### config.mk
export PLATFORM = sky130hd
export DESIGN_NAME = sbsl_cmp_unit
export DESIGN_NICKNAME = d
export VERILOG_FILES = /design/src/rtl/sbsl_pkg.sv /design/src/rtl/sbsl_cmp_unit.sv
export SDC_FILE = /design/constraint.sdc
export NUM_CORES = 1
export LEC_CHECK = 0
export BUFFER_PORTS_ARGS = -buffer_cell sky130_fd_sc_hd__clkbuf_2
export CAP_MARGIN = 20
export CORE_UTILIZATION = 35
export DETAILED_ROUTE_END_ITERATION = 7
export SLEW_MARGIN = 20
export SYNTH_ARGS = -nofsm -noshare
export SYNTH_HDL_FRONTEND = slang
export SYNTH_SLANG_ARGS = --single-unit
### constraint.sdc
create_clock -name vclk -period 11.5
set_input_delay 2.875 -clock vclk [all_inputs]
set_output_delay 2.875 -clock vclk [all_outputs]
set_load 0.05 [all_outputs]
### src/rtl/sbsl_pkg.sv
// Shared types, constants and codes of the section-bounded symbol lookup.
package sbsl_pkg;

    localparam int DEF_MAX_SPANS   = 64;
    localparam int DEF_MAX_SYMBOLS = 4096;
    localparam int SECTION_LIMIT   = 64;
    localparam int SPAN_SEC_W      = $clog2(SECTION_LIMIT);
    localparam int ADDR_W          = 64;
    localparam int SEC_W           = 16;
    localparam int NAME_W          = 32;
    localparam int STR_SIZE_W      = 33;
    localparam int KIND_W          = 2;

    localparam logic [KIND_W-1:0] KIND_CLEAR  = 2'd0;
    localparam logic [KIND_W-1:0] KIND_SPAN   = 2'd1;
    localparam logic [KIND_W-1:0] KIND_SYMBOL = 2'd2;
    localparam logic [KIND_W-1:0] KIND_LOOKUP = 2'd3;

    typedef struct packed {
        logic [ADDR_W-1:0]     start;
        logic [ADDR_W-1:0]     length;
        logic [SPAN_SEC_W-1:0] section;
    } sbsl_span_t;

    typedef struct packed {
        logic [ADDR_W-1:0] value;
        logic [ADDR_W-1:0] size;
        logic [SEC_W-1:0]  section;
        logic [NAME_W-1:0] name;
    } sbsl_sym_t;

    typedef struct packed {
        logic              covers;
        logic              closer;
        logic [ADDR_W-1:0] delta;
    } sbsl_cmp_t;

endpackage

### src/rtl/sbsl_cmp_unit.sv
// Shared subtract and compare unit used by both the span scan and the symbol scan.
module sbsl_cmp_unit
    import sbsl_pkg::*;
(
    input  logic [ADDR_W-1:0] probe,
    input  logic [ADDR_W-1:0] base,
    input  logic [ADDR_W-1:0] limit,
    input  logic              limit_en,
    input  logic [ADDR_W-1:0] best_dist,
    input  logic              best_valid,
    output sbsl_cmp_t         res
);

    logic [ADDR_W:0] diff;

    assign diff = {1'b0, probe} - {1'b0, base};

    always_comb
    begin
        res.delta  = diff[ADDR_W-1:0];
        res.covers = !diff[ADDR_W] && (!limit_en || (diff[ADDR_W-1:0] < limit));
        res.closer = !best_valid || (diff[ADDR_W-1:0] < best_dist);
    end

endmodule

# Yosys cells after proc, flatten, opt, wreduce, memory -nomap -nowiden
# Cells that the tools add are included.
# word_totals
reg_bits	0
in_bits	258
out_inout_bits	66
word_cells	9
# op_classes
n_addsub	1
n_lt_le_gt_ge	2
reduce_logical	6
# op_table
operator	count
64-bit less-than comparator	2
64-bit by 64-bit subtractor with 65-bit output	1
1-bit logical NOT	3
1-bit logical OR	2
1-bit logical AND	1

# Depth between registers and ports, before layout
# logic_depth
word_depth	4
mapped_depth	23
ltp_nobuf	23

# Worst setup path after synthesis
# Ideal clock, no wire load.
# synth_timing
path_type	input-to-output
from	in base[1]
to	out res[64] (netlist name)
arrival_time_ps	8259
required_ps	8625
slack_ps	366
stages	18
n_path_buf	0
path_cell_list	inv_1 -> ha_1 -> nor2b_1 -> o2111ai_1 -> a2111oi_0 -> nor3_1 -> o211a_1 -> o31ai_1 -> a31o_2 -> a211oi_1 -> nor3_1 -> ha_1 -> nand4_1 -> nor2_1 -> a221o_1 -> a31oi_1 -> o2111ai_1 -> o211ai_1
# synth_lines
element	line_no	text
start: declaration	sbsl_cmp_unit.sv:6	input logic [ADDR_W-1:0] base,
end: declaration	sbsl_cmp_unit.sv:11	output sbsl_cmp_t res

==> metrics <==
post-synth top area cell ha_1; Pleak 5.52 nW; average cell area after synthesis 6.76 um^2; Worst Setup End Kind output pin; area fraction of the dominant cell type after synthesis 0.328; Pwr Density 91.6 mW/mm^2; GRT Total Usage 0.244; antenna violations before repair 1; largest net degree at the start of global routing 10; global-route wire length before repair 42300 um; Synth cell types 65; post-route worst setup slack 0.319 ns; Detailed Route WL 26900 um; Slew Limit Fails 0; Seq/Total Area, Yosys 0; final net count 1827; Routed Antenna Nets 0; Detailed Place HPWL 24600 um; hold buffers post-CTS 0; part of the cycle the worst path needs 0.972; Post-Syn Instances 1071; Synth area leaders ha_1 33%, inv_1 11%, a21oi_1 8.2%; Initial Util 0.358; Final setup viols 0; # clk buffers 0; FFs & Latches 0; Startpoint Class primary input; Slew HR 0.522; layout cells sized above 1 0.249; Setup Total Neg Slack 0 ns; Max rail drop VDD 60.3 uV; RSZ-0062 raised after global routing false; chip width 146 um; Max-Cap Viols 0; type of the worst min-delay path in2out; Period minus WS final 11.18 ns; die span in y 146 um; status complete, no violations; slowest library cell on the worst path o41ai_1; core area 0.0202 mm^2; post-CTS setup buffer count 0; Synth Warn # 0; syn_nets 1520; GRT Residual Overflow 0; I/O pin count 324; DRT iter0 DRCs 440; Pre-antenna DRT Iters 5; CP peak stage delay 0.43 ns; Via-to-Cell Ratio 5.20; Reg area 0 um^2; WP buf/inv 4; Fin. Hold Viols 0; PostCTS Resize Cnt 0; Wirelength per Cell 16.3 um; cell area after synthesis 0.00724 mm^2; RD Place Congestion 0.912; Row Count 52; cell family with most CP delay compound AO/OA/AOI/OAI gates; DRC violations left 0; worst path arrival time 8.31 ns; port bufs 324; die area 0.0213 mm^2; setup slack at placement 0.415 ns; number of global-route vias before repair 8268; Critical Path RT 8.63 ns; crit-path cells clkbuf_2 > inv_1 > ha_1 > and3_1 > or3b_1 > or3_1 > o2111a_1 > nand4bb_4 > a21oi_1 > o21ai_0 > buf_4 > o41ai_1 > xnor2_1 > ha_1 > a21o_1 > a21oi_1 > nor2b_1 > o21ai_0 > nand2b_1 > a31oi_1 > o2111ai_1 > o211ai_1 > clkbuf_2; Synth-to-Final Area Change 26.4%; CP Class in2out; DR vias 8570; Worst-Margin Slew 0.711 ns; fmax 89.4 MHz; CP Max Fanout 7
## power by group
group	switching, W	internal [W]	total (W)	leakage (nW)
sequential	0	0	0	0
clock	0	0.0000000000117	0.0000000000117	0.00000634
combinational	0.000557	0.000281	0.000838	5.52
total	0.000557	0.000281	0.000838	5.52
## final cells by class
cell class / instances / area (um^2)
antenna: 1 / 2.50
tap: 270 / 338
timing repair buffer: 330 / 1670
multi-input combinational: 839 / 6370
fill: 2189 / 11100
inverter: 207 / 777
## tightest hold or removal path: stages
cell and delay, ns:
clkbuf_2 0.08, ha_1 0.14, inv_1 0.04, clkbuf_2 0.22
## final timing paths
| kind | from | end | depth (start not counted) |
|---|---|---|---|
| worst min-delay path | base[0] | res[0] | 4 |
| worst max-delay path | base[17] | res[64] | 23 |
## metal layers
metal	track usage	part of all wire	routed length (um)
met4	0.0384	0.019	517
met2	0.444	0.47	12800
met3	0.0191	0.062	1660
met5	0	0	0
met1	0.317	0.45	12000
## cell usage in the layout (no fill, tap or decap), drive strengths merged, types with 3 or more instances in the layout
cell / Yosys / final
a2111oi: 3 / 3
nor2: 58 / 58
a211oi: 9 / 9
nand3: 15 / 15
or2: 4 / 4
o21bai: 11 / 11
nor2b: 13 / 13
buf: 3 / 6
inv: 207 / 207
and2: 4 / 4
nor3: 10 / 10
ha: 190 / 190
o221ai: 3 / 3
clkbuf: 22 / 324
xor2: 26 / 26
a21boi: 5 / 5
a21oi: 119 / 119
o211ai: 5 / 5
nand2: 65 / 65
o22ai: 4 / 4
or3: 5 / 5
nand4: 40 / 40
nor4: 6 / 6
a31oi: 12 / 12
o21ai: 60 / 60
o2111ai: 6 / 6
o21a: 8 / 8
a41oi: 3 / 3
a21o: 64 / 64
and4: 4 / 4
xnor2: 35 / 35
o31ai: 6 / 6
or4: 6 / 6
nand2b: 9 / 9
## metrics by stage
stage	std cells	hold WS [ns]	cell area, um^2	power (W)	util
6_report	1647	6.24	9150	0.000838	0.452
5_1_grt	1646	6.24	9150	0.000920	0.452
4_1_cts	1646	6.22	9150	0.000839	0.452
3_5_place_dp	1646	6.22	9150	0.000834	0.452
3_3_place_gp	1646	6.24	9150	0.000831	0.452
2_1_floorplan	1071	6.07	7240	0.000594	-
## Yosys cell counts, drive strengths merged, types with 4 or more instances
cell and count:
inv 207, ha 190, a21oi 119, nand2 65, a21o 64, o21ai 60, nor2 58, nand4 40
xnor2 35, xor2 26, clkbuf 22, nand3 15, nor2b 13, a31oi 12, o21bai 11, nor3 10
a211oi 9, nand2b 9, o21a 8, nor4 6, o2111ai 6, o31ai 6, or4 6, a21boi 5
o211ai 5, or3 5, and2 4, and4 4, o22ai 4, or2 4
## cells by family (layout without fill, tap and decap cells)
| family | count (synthesis) | in the layout | share of synthesized area |
|---|---|---|---|
| multiplexers | 1 | 1 | 0.00138 |
| buffers and inverters | 232 | 537 | 0.121 |
| AND/OR/NAND/NOR | 249 | 249 | 0.176 |
| XOR/XNOR | 61 | 61 | 0.0738 |
| adder cells (fa/ha/maj) | 191 | 191 | 0.331 |
| AO/OA/AOI/OAI | 337 | 337 | 0.297 |
| other | 0 | 1 | 0 |
Note: power is estimated with default switching activity, not from simulation.
